$ cat config.mk
export PLATFORM = sky130hd
export DESIGN_NAME = uart_ring_buffer_pair
export DESIGN_NICKNAME = d
export VERILOG_FILES = /design/src/hw/rtl/ubp_pkg.sv /design/src/hw/rtl/uart_ring_buffer_pair.sv /design/src/hw/rtl/ubp_ring.sv /design/src/hw/rtl/ubp_ctrl.sv
export SDC_FILE = /design/constraint.sdc
export NUM_CORES = 2
export LEC_CHECK = 0
export BUFFER_PORTS_ARGS = -buffer_cell sky130_fd_sc_hd__buf_2
export CAP_MARGIN = 20
export CORE_ASPECT_RATIO = 1.75
export CORE_MARGIN = 2
export CORE_UTILIZATION = 55
export CTS_BUF_LIST = sky130_fd_sc_hd__clkbuf_2 sky130_fd_sc_hd__clkbuf_4 sky130_fd_sc_hd__clkbuf_8
export CTS_CLUSTER_SIZE = 25
export DETAILED_ROUTE_END_ITERATION = 7
export PLACE_DENSITY_LB_ADDON = 0.3
export SYNTH_ARGS = -nofsm -noshare
export SYNTH_HDL_FRONTEND = slang
export SYNTH_HIERARCHICAL = 1
export SYNTH_SLANG_ARGS = --single-unit
$ cat constraint.sdc
create_clock -name clk_i -period 4 [get_ports clk_i]
set_clock_uncertainty 0.2 [all_clocks]
set_input_delay 0.6 -clock clk_i [delete_from_list [all_inputs] [get_ports clk_i]]
set_output_delay 0.6 -clock clk_i [all_outputs]
set_load 0.03 [all_outputs]
$ cat src/hw/rtl/ubp_pkg.sv
// Shared types and constants for the UART ring buffer pair.
`default_nettype none

package ubp_pkg;

  localparam logic [7:0] NEWLINE  = 8'h0A;
  localparam logic [7:0] BYTE_MAX = 8'hFF;

  typedef enum logic [2:0] {
    OP_LINE_RX    = 3'd0,
    OP_READ_BYTE  = 3'd1,
    OP_READ_LINE  = 3'd2,
    OP_WRITE_BYTE = 3'd3,
    OP_TX_READY   = 3'd4,
    OP_TX_DONE    = 3'd5
  } op_e;

  typedef enum logic [1:0] {
    KIND_ACK  = 2'd0,
    KIND_RX   = 2'd1,
    KIND_TX   = 2'd2,
    KIND_DONE = 2'd3
  } kind_e;

  typedef enum logic [2:0] {
    ST_IDLE,
    ST_SCAN_RD,
    ST_SCAN_CHK,
    ST_LINE_RD,
    ST_OUT
  } state_e;

  typedef struct packed {
    kind_e      kind;
    logic [7:0] out_byte;
    logic       has_byte;
    logic       last;
    logic [7:0] rx_count;
    logic       tx_irq_on;
    logic       tc_irq_on;
  } res_t;

endpackage

`default_nettype wire

$ cat src/hw/rtl/uart_ring_buffer_pair.sv
// Top level of the UART receive/transmit ring buffer pair.
// Every single-result beat on the input takes at most one synchronous memory
// access: it is accepted in the idle state and its result is ready in the next
// cycle. A line read scans the receive memory byte by byte through the SCAN_RD
// and SCAN_CHK states to find its end, then rereads each byte in LINE_RD and
// emits it from OUT, since the receive memory has a registered read port. The
// output register lets the next input beat be taken while a result still waits
// downstream. No clearing pass follows reset; the rings are ready at once.
`default_nettype none

module uart_ring_buffer_pair #(
  parameter int unsigned RING_DEPTH = 256,
  parameter int unsigned MAX_LINE   = 64
) (
  input  wire logic        clk_i,
  input  wire logic        rst_ni,
  input  wire logic        s_axis_tvalid,
  output logic             s_axis_tready,
  input  wire logic [23:0] s_axis_tdata,  // op[2:0], data_byte[10:3], max_len[17:11]
  output logic             m_axis_tvalid,
  input  wire logic        m_axis_tready,
  output logic      [23:0] m_axis_tdata,  // out_byte[7:0], has_byte[8], rx_count[16:9],
                                          // tx_irq_on[17], tc_irq_on[18]
  output logic      [1:0]  m_axis_tuser,  // kind[1:0]
  output logic             m_axis_tlast
);

  localparam int unsigned PW = $clog2(RING_DEPTH);

  logic          res_valid, res_ready;
  ubp_pkg::res_t res, m_res_q;
  logic          m_valid_q;

  logic          rx_we, rx_re, tx_we, tx_re;
  logic [PW-1:0] rx_waddr, rx_raddr, tx_waddr, tx_raddr;
  logic [7:0]    rx_wdata, rx_rdata, tx_wdata, tx_rdata;

  ubp_ring #(.RING_DEPTH(RING_DEPTH)) u_rx_ring (
    .clk_i   (clk_i),
    .we_i    (rx_we),
    .waddr_i (rx_waddr),
    .wdata_i (rx_wdata),
    .re_i    (rx_re),
    .raddr_i (rx_raddr),
    .rdata_o (rx_rdata)
  );

  ubp_ring #(.RING_DEPTH(RING_DEPTH)) u_tx_ring (
    .clk_i   (clk_i),
    .we_i    (tx_we),
    .waddr_i (tx_waddr),
    .wdata_i (tx_wdata),
    .re_i    (tx_re),
    .raddr_i (tx_raddr),
    .rdata_o (tx_rdata)
  );

  ubp_ctrl #(.RING_DEPTH(RING_DEPTH), .MAX_LINE(MAX_LINE)) u_ctrl (
    .clk_i       (clk_i),
    .rst_ni      (rst_ni),
    .in_valid_i  (s_axis_tvalid),
    .in_ready_o  (s_axis_tready),
    .in_op_i     (ubp_pkg::op_e'(s_axis_tdata[2:0])),
    .in_byte_i   (s_axis_tdata[10:3]),
    .in_len_i    (s_axis_tdata[17:11]),
    .res_valid_o (res_valid),
    .res_ready_i (res_ready),
    .res_o       (res),
    .rx_we_o     (rx_we),
    .rx_waddr_o  (rx_waddr),
    .rx_wdata_o  (rx_wdata),
    .rx_re_o     (rx_re),
    .rx_raddr_o  (rx_raddr),
    .rx_rdata_i  (rx_rdata),
    .tx_we_o     (tx_we),
    .tx_waddr_o  (tx_waddr),
    .tx_wdata_o  (tx_wdata),
    .tx_re_o     (tx_re),
    .tx_raddr_o  (tx_raddr),
    .tx_rdata_i  (tx_rdata)
  );

  assign res_ready = !m_valid_q || m_axis_tready;

  always_ff @(posedge clk_i or negedge rst_ni) begin
    if (!rst_ni) begin
      m_valid_q <= 1'b0;
    end else if (res_ready) begin
      m_valid_q <= res_valid;
    end
  end

  always_ff @(posedge clk_i) begin
    if (res_valid && res_ready) begin
      m_res_q <= res;
    end
  end

  assign m_axis_tvalid = m_valid_q;
  assign m_axis_tuser  = m_res_q.kind;
  assign m_axis_tlast  = m_res_q.last;
  assign m_axis_tdata  = {5'b0, m_res_q.tc_irq_on, m_res_q.tx_irq_on, m_res_q.rx_count,
                          m_res_q.has_byte, m_res_q.out_byte};

endmodule

`default_nettype wire

$ cat src/hw/rtl/ubp_ring.sv
// Byte-wide ring storage: one write port, one registered read port.
`default_nettype none

module ubp_ring #(
  parameter int unsigned RING_DEPTH = 256
) (
  input  wire logic                          clk_i,
  input  wire logic                          we_i,
  input  wire logic [$clog2(RING_DEPTH)-1:0] waddr_i,
  input  wire logic [7:0]                    wdata_i,
  input  wire logic                          re_i,
  input  wire logic [$clog2(RING_DEPTH)-1:0] raddr_i,
  output logic      [7:0]                    rdata_o
);

  logic [7:0] mem_q [RING_DEPTH];
  logic [7:0] rdata_q;

  always_ff @(posedge clk_i) begin
    if (we_i) begin
      mem_q[waddr_i] <= wdata_i;
    end
  end

  always_ff @(posedge clk_i) begin
    if (re_i) begin
      rdata_q <= mem_q[raddr_i];
    end
  end

  assign rdata_o = rdata_q;

endmodule

`default_nettype wire

$ cat src/hw/rtl/ubp_ctrl.sv
// Ring pointers, interrupt enables and the operation sequencer.
`default_nettype none

module ubp_ctrl #(
  parameter int unsigned RING_DEPTH = 256,
  parameter int unsigned MAX_LINE   = 64
) (
  input  wire logic                          clk_i,
  input  wire logic                          rst_ni,
  input  wire logic                          in_valid_i,
  output logic                               in_ready_o,
  input  wire ubp_pkg::op_e                  in_op_i,
  input  wire logic [7:0]                    in_byte_i,
  input  wire logic [6:0]                    in_len_i,
  output logic                               res_valid_o,
  input  wire logic                          res_ready_i,
  output ubp_pkg::res_t                      res_o,
  output logic                               rx_we_o,
  output logic      [$clog2(RING_DEPTH)-1:0] rx_waddr_o,
  output logic      [7:0]                    rx_wdata_o,
  output logic                               rx_re_o,
  output logic      [$clog2(RING_DEPTH)-1:0] rx_raddr_o,
  input  wire logic [7:0]                    rx_rdata_i,
  output logic                               tx_we_o,
  output logic      [$clog2(RING_DEPTH)-1:0] tx_waddr_o,
  output logic      [7:0]                    tx_wdata_o,
  output logic                               tx_re_o,
  output logic      [$clog2(RING_DEPTH)-1:0] tx_raddr_o,
  input  wire logic [7:0]                    tx_rdata_i
);

  localparam int unsigned PW = $clog2(RING_DEPTH);
  localparam int unsigned LW = $clog2(MAX_LINE);

  ubp_pkg::state_e state_q, state_d;
  logic [PW-1:0]   rx_head_q, rx_head_d, rx_tail_q, rx_tail_d;
  logic [PW-1:0]   tx_head_q, tx_head_d, tx_tail_q, tx_tail_d;
  logic            tx_en_q, tx_en_d, tc_en_q, tc_en_d;
  logic [PW-1:0]   ptr_q, ptr_d;
  logic [LW-1:0]   cnt_q, cnt_d, limit_q, limit_d;
  ubp_pkg::kind_e  kind_q, kind_d;
  logic            has_q, has_d;

  logic [PW-1:0] rx_nxt, tx_nxt, ptr_nx, rx_fill;
  logic          rx_full, rx_empty, tx_full, tx_empty;
  logic [6:0]    len_c;
  logic [LW-1:0] limit_in, taken_nx;
  logic          line_go, scan_stop;

  assign rx_nxt   = rx_head_q + PW'(1);
  assign tx_nxt   = tx_head_q + PW'(1);
  assign rx_full  = (rx_nxt == rx_tail_q);
  assign tx_full  = (tx_nxt == tx_tail_q);
  assign rx_empty = (rx_head_q == rx_tail_q);
  assign tx_empty = (tx_head_q == tx_tail_q);
  assign rx_fill  = rx_head_q - rx_tail_q;

  assign len_c    = (in_len_i > 7'(MAX_LINE)) ? 7'(MAX_LINE) : in_len_i;
  assign limit_in = (len_c == 7'd0) ? '0 : LW'(len_c - 7'd1);
  assign line_go  = (in_op_i == ubp_pkg::OP_READ_LINE) && !rx_empty && (limit_in != '0);

  assign ptr_nx    = ptr_q + PW'(1);
  assign taken_nx  = cnt_q + LW'(1);
  assign scan_stop = (rx_rdata_i == ubp_pkg::NEWLINE) || (taken_nx == limit_q) ||
                     (ptr_nx == rx_head_q);

  always_comb begin
    state_d = state_q;
    case (state_q)
      ubp_pkg::ST_IDLE: begin
        if (in_valid_i) begin
          state_d = line_go ? ubp_pkg::ST_SCAN_RD : ubp_pkg::ST_OUT;
        end
      end
      ubp_pkg::ST_SCAN_RD:  state_d = ubp_pkg::ST_SCAN_CHK;
      ubp_pkg::ST_SCAN_CHK: state_d = scan_stop ? ubp_pkg::ST_LINE_RD : ubp_pkg::ST_SCAN_RD;
      ubp_pkg::ST_LINE_RD:  state_d = ubp_pkg::ST_OUT;
      ubp_pkg::ST_OUT: begin
        if (res_ready_i) begin
          state_d = (cnt_q == LW'(1)) ? ubp_pkg::ST_IDLE : ubp_pkg::ST_LINE_RD;
        end
      end
      default: state_d = ubp_pkg::ST_IDLE;
    endcase
  end

  always_comb begin
    rx_head_d  = rx_head_q;
    rx_tail_d  = rx_tail_q;
    tx_head_d  = tx_head_q;
    tx_tail_d  = tx_tail_q;
    tx_en_d    = tx_en_q;
    tc_en_d    = tc_en_q;
    ptr_d      = ptr_q;
    cnt_d      = cnt_q;
    limit_d    = limit_q;
    kind_d     = kind_q;
    has_d      = has_q;
    rx_we_o    = 1'b0;
    rx_waddr_o = rx_head_q;
    rx_wdata_o = in_byte_i;
    rx_re_o    = 1'b0;
    rx_raddr_o = rx_tail_q;
    tx_we_o    = 1'b0;
    tx_waddr_o = tx_head_q;
    tx_wdata_o = in_byte_i;
    tx_re_o    = 1'b0;
    tx_raddr_o = tx_tail_q;
    case (state_q)
      ubp_pkg::ST_IDLE: begin
        if (in_valid_i) begin
          cnt_d  = LW'(1);
          has_d  = 1'b0;
          kind_d = ubp_pkg::KIND_ACK;
          case (in_op_i)
            ubp_pkg::OP_LINE_RX: begin
              if (!rx_full) begin
                rx_we_o   = 1'b1;
                rx_head_d = rx_nxt;
              end
            end
            ubp_pkg::OP_READ_BYTE: begin
              kind_d = ubp_pkg::KIND_RX;
              if (!rx_empty) begin
                rx_re_o   = 1'b1;
                rx_tail_d = rx_tail_q + PW'(1);
                has_d     = 1'b1;
              end
            end
            ubp_pkg::OP_READ_LINE: begin
              kind_d = ubp_pkg::KIND_RX;
              if (line_go) begin
                ptr_d   = rx_tail_q;
                cnt_d   = '0;
                limit_d = limit_in;
              end
            end
            ubp_pkg::OP_WRITE_BYTE: begin
              if (!tx_full) begin
                tx_we_o   = 1'b1;
                tx_head_d = tx_nxt;
                tx_en_d   = 1'b1;
              end
            end
            ubp_pkg::OP_TX_READY: begin
              if (tx_en_q) begin
                if (!tx_empty) begin
                  kind_d    = ubp_pkg::KIND_TX;
                  has_d     = 1'b1;
                  tx_re_o   = 1'b1;
                  tx_tail_d = tx_tail_q + PW'(1);
                end else begin
                  tx_en_d = 1'b0;
                  tc_en_d = 1'b1;
                end
              end
            end
            ubp_pkg::OP_TX_DONE: begin
              if (tc_en_q) begin
                tc_en_d = 1'b0;
                kind_d  = ubp_pkg::KIND_DONE;
              end
            end
            default: ;
          endcase
        end
      end
      ubp_pkg::ST_SCAN_RD: begin
        rx_re_o    = 1'b1;
        rx_raddr_o = ptr_q;
      end
      ubp_pkg::ST_SCAN_CHK: begin
        cnt_d = taken_nx;
        if (scan_stop) begin
          // rewind to the old tail for emission, commit the new tail now
          ptr_d     = rx_tail_q;
          rx_tail_d = ptr_nx;
          has_d     = 1'b1;
        end else begin
          ptr_d = ptr_nx;
        end
      end
      ubp_pkg::ST_LINE_RD: begin
        rx_re_o    = 1'b1;
        rx_raddr_o = ptr_q;
        ptr_d      = ptr_nx;
      end
      ubp_pkg::ST_OUT: begin
        if (res_ready_i) begin
          cnt_d = cnt_q - LW'(1);
        end
      end
      default: ;
    endcase
  end

  always_comb begin
    in_ready_o      = (state_q == ubp_pkg::ST_IDLE);
    res_valid_o     = (state_q == ubp_pkg::ST_OUT);
    res_o.kind      = kind_q;
    res_o.has_byte  = has_q;
    res_o.out_byte  = !has_q ? 8'h00 :
                      (kind_q == ubp_pkg::KIND_TX) ? tx_rdata_i : rx_rdata_i;
    res_o.last      = (cnt_q == LW'(1));
    res_o.rx_count  = (rx_fill > PW'(255)) ? ubp_pkg::BYTE_MAX : 8'(rx_fill);
    res_o.tx_irq_on = tx_en_q;
    res_o.tc_irq_on = tc_en_q;
  end

  always_ff @(posedge clk_i or negedge rst_ni) begin
    if (!rst_ni) begin
      state_q   <= ubp_pkg::ST_IDLE;
      rx_head_q <= '0;
      rx_tail_q <= '0;
      tx_head_q <= '0;
      tx_tail_q <= '0;
      tx_en_q   <= 1'b0;
      tc_en_q   <= 1'b0;
      cnt_q     <= '0;
    end else begin
      state_q   <= state_d;
      rx_head_q <= rx_head_d;
      rx_tail_q <= rx_tail_d;
      tx_head_q <= tx_head_d;
      tx_tail_q <= tx_tail_d;
      tx_en_q   <= tx_en_d;
      tc_en_q   <= tc_en_d;
      cnt_q     <= cnt_d;
    end
  end

  always_ff @(posedge clk_i) begin
    ptr_q   <= ptr_d;
    limit_q <= limit_d;
    kind_q  <= kind_d;
    has_q   <= has_d;
  end

endmodule

`default_nettype wire

==> results_dict.tcl <==
set metrics [dict create \
    status "finished with violations" \
    violations "negative setup slack" \
    fillers 20100 \
    post-route-period-util_pct 100 \
    ys_warn_count 6 \
    hold_ws_ns 0.112 \
    crit_type "register to register" \
    dp_hpwl_mm 282 \
    p_leak_nw 58.6 \
    crit_path_max_incr_delay_ns 0.53 \
    seq_area_mm2 0.126 \
    synth.area.top_cells "edfxtp_1 76%, mux4_2 12%, mux2i_1 1.7%" \
    final_antenna_net_count 0 \
    cp_slowest_cell "dfrtp_2" \
    io-pin-count 57 \
    dr_total_vias 84300 \
    setup_viol 5 \
    wl_per_cell_um 32.0 \
    ys.flop_type "edfxtp_1" \
    drt_iter0_drc 8753 \
    grt_max_degree 144 \
    clk_latency_ns 1.11 \
    path_max_fanout 24 \
    tightest_slew_ns 1.11 \
    die_height_um 728 \
    drv_slew 0 \
    synth_xor_area_share_pct 0.409 \
    htreeDepth 6 \
    vias_per_cell 6.37 \
    placeableCoreArea_mm2 0.298 \
    rsz0062_at_grt "no" \
    ys_types 93 \
    synth_fa_ha_area_share_pct 0.141 \
    synth_mux_area_share_pct 14.3 \
    crit_required_ns 4.45 \
    fin_nets 8937 \
    grt_pass1_wl_mm 605 \
    ys_seq_area_share_pct 76.3 \
    synthSimpleGateAreaFrac_pct 3.09 \
    fp.dieW_um 418 \
    hold_class "input port to register" \
    maxCapViolCount 0 \
    grt_usage_pct 27.8 \
    synth_top_family_by_area "multiplexers" \
    gp_congestion 0.967 \
    arrival_ns 4.46 \
    dieArea_mm2 0.304 \
    clock.fmax_ghz 0.250 \
    drc 0 \
    fin_util_pct 62.4 \
    root_buffer "clkbuf_8" \
    routed_wl_mm 423 \
    synth-seq-cells 4195 \
    clk_path_buf_depth 4 \
    drive_gt1_share_pct 29.4 \
    antenna_found_initial 17 \
    multi_input_area_mm2 0.0361 \
    syn2layout_area_growth_pct 12.8 \
    cp_cell_sequence "buf_4 -> nand3_1 -> a21oi_1 -> a2bb2oi_1 -> o2111ai_1 -> a31oi_2 -> buf_4 -> nand4_1 -> buf_12 -> nor2_2" \
    clock-sinks 4195 \
    synth_area_leader_cell "edfxtp_1" \
    first_pass_iters 7 \
    cpMostUsedCell "buf_4" \
    tns_ns -0.0129 \
    start_kind "register" \
    synth_compound_gate_area_share_pct 3.73 \
    grt_remaining_overflow 0 \
    peakVddDrop_uv 436 \
    async_flop_share_pct 1.05 \
    syn_area_mm2 0.165 \
    start_util_pct 55.3 \
    rows 265 \
    postSynthAreaPerCell_um2 20.6 \
    cts_tree "done" \
    place_ws_ns -0.147 \
    port_buffers 45 \
    yosysTopAreaCellShare_pct 75.7 \
    power_density_mw_per_mm2 594 \
    synth-edff-count 4151 \
    worst_setup_path_end_kind "register" \
    fin_ws_ns -0.00466 \
    synthCells 7996 \
    maxSlewHeadroom_pct 25.5 \
    total_power_mw 110 \
    grt_pass1_vias 87800 \
    finalHoldViolCount 0 \
    clkTransAtPathRegs_ns 0.06 \
    period_minus_slack_ns 4.00 \
    cts_buffers 582 \
]
cell families after synthesis:
family,count (synthesis)
adders and majority gates,18
muxes,1209
and+or+nand+nor,1100
xor gates and xnor gates,72
DFF,4195
AOI/OAI and AO/OA,865
other,1
buffers and inverters,536
metal layers:
| layer | wire [um] | vias up | global-route usage [%] |
|---|---|---|---|
| met5 | 40 | - | 0 |
| li1 | - | 35100 | - |
| met2 | 225000 | 3915 | 49.4 |
| met4 | 37000 | 6 | 20.7 |
| met3 | 26500 | 1176 | 4.22 |
| met1 | 134000 | 44000 | 29.9 |
flip-flops by register name, indices dropped and copies added (netlist names), 8 cells and up:
register and flops:
u_ctrl/ptr_q 8, u_ctrl/tx_raddr_o 8, m_axis_tdata 19, u_ctrl/rx_tail_q 8, u_rx_ring/rdata_o 8, u_tx_ring/mem_q 2048
u_tx_ring/rdata_o 8, u_ctrl/tx_waddr_o 8, u_rx_ring/mem_q 2048, u_ctrl/rx_waddr_o 8
cells in the mapped netlist (77+ instances only):
master and number:
nand3_1 87, o221ai_1 93, clkbuf_1 234, edfxtp_1 4151
a21oi_1 208, buf_4 79, mux2i_1 282, a22oi_1 268
mux4_2 908, nor2b_1 77, nand2_1 106, nor2_1 591
cell type report:
class / count / share of cell area, %
clock inverters: 252 / 0.894
multi-input cells: 3271 / 19.5
diodes: 14 / 0.0189
clock buffers: 774 / 5.19
well taps: 3871 / 2.61
repair buffers: 813 / 4.10
inverters: 28 / 0.0566
flip-flops and latches: 4195 / 67.7
placed cells by master, fill, tap and decap left out, types with 35 or more instances in the layout:
cell type	instances
edfxtp_1	4151
mux4_2	908
buf_4	620
clkbuf_8	613
nor2_1	525
mux2i_1	282
a22oi_1	267
a21oi_1	205
clkbuf_4	161
clkinv_1	133
buf_12	117
nand2_1	105
o221ai_1	93
nand3_1	87
clkinv_2	74
nor2b_1	71
o22ai_1	60
nor3_1	55
nor2_2	53
xnor2_1	47
nor4_1	41
buf_2	37
dfrtp_1	37
o21ai_0	35
metrics by stage:
stage                     cell area, um^2  instances
after detailed placement           174000      12100
after floorplan                    165000       8000
after global routing               186000      13200
after CTS                          186000      13200
final                              186000      13200
after global placement             174000      12100
critical path, delay by kind of cell (launching register included):
kind            cells  cell delay, ns
simple gates        3            1.16
buf+inv             3            0.88
compound gates      4            0.75
flops               1            0.53
report_power, final:
part,switching [mW],internal (mW)
clock,15.6,16.9
sequential,0.562,48.7
combinational,15.7,12.8
worst paths after layout:
check / from / endpoint / slack (ns) / cells past startpoint
hold reg to reg: u_ctrl/cnt_q[5] / u_ctrl/cnt_q[5] / 0.36 / 1
setup reg to reg: u_ctrl/rx_waddr_o[2] / u_rx_ring/mem_q[12][6] / -0.005 / 10
hold / removal: s_axis_tdata[11] / u_ctrl/limit_q[1] / 0.11 / 5
setup / recovery: u_ctrl/rx_waddr_o[2] / u_rx_ring/mem_q[12][6] / -0.005 / 10
min in group asynchronous: rst_ni / u_ctrl/tx_raddr_o[6] / 0.43 / 3
max in group asynchronous: rst_ni / u_ctrl/rx_tail_q[0] / 2.59 / 4
repair_timing:
item                       4_1_cts  5_1_grt
pin swaps                        2        1
hold endpoints to repair       652        0
hold buffers                    30        0
gates cloned                     2        0
gates resized for setup         42       43
setup buffers                    5        1
setup endpoints to repair      399      811
Note: power is estimated with default switching activity, not from simulation.
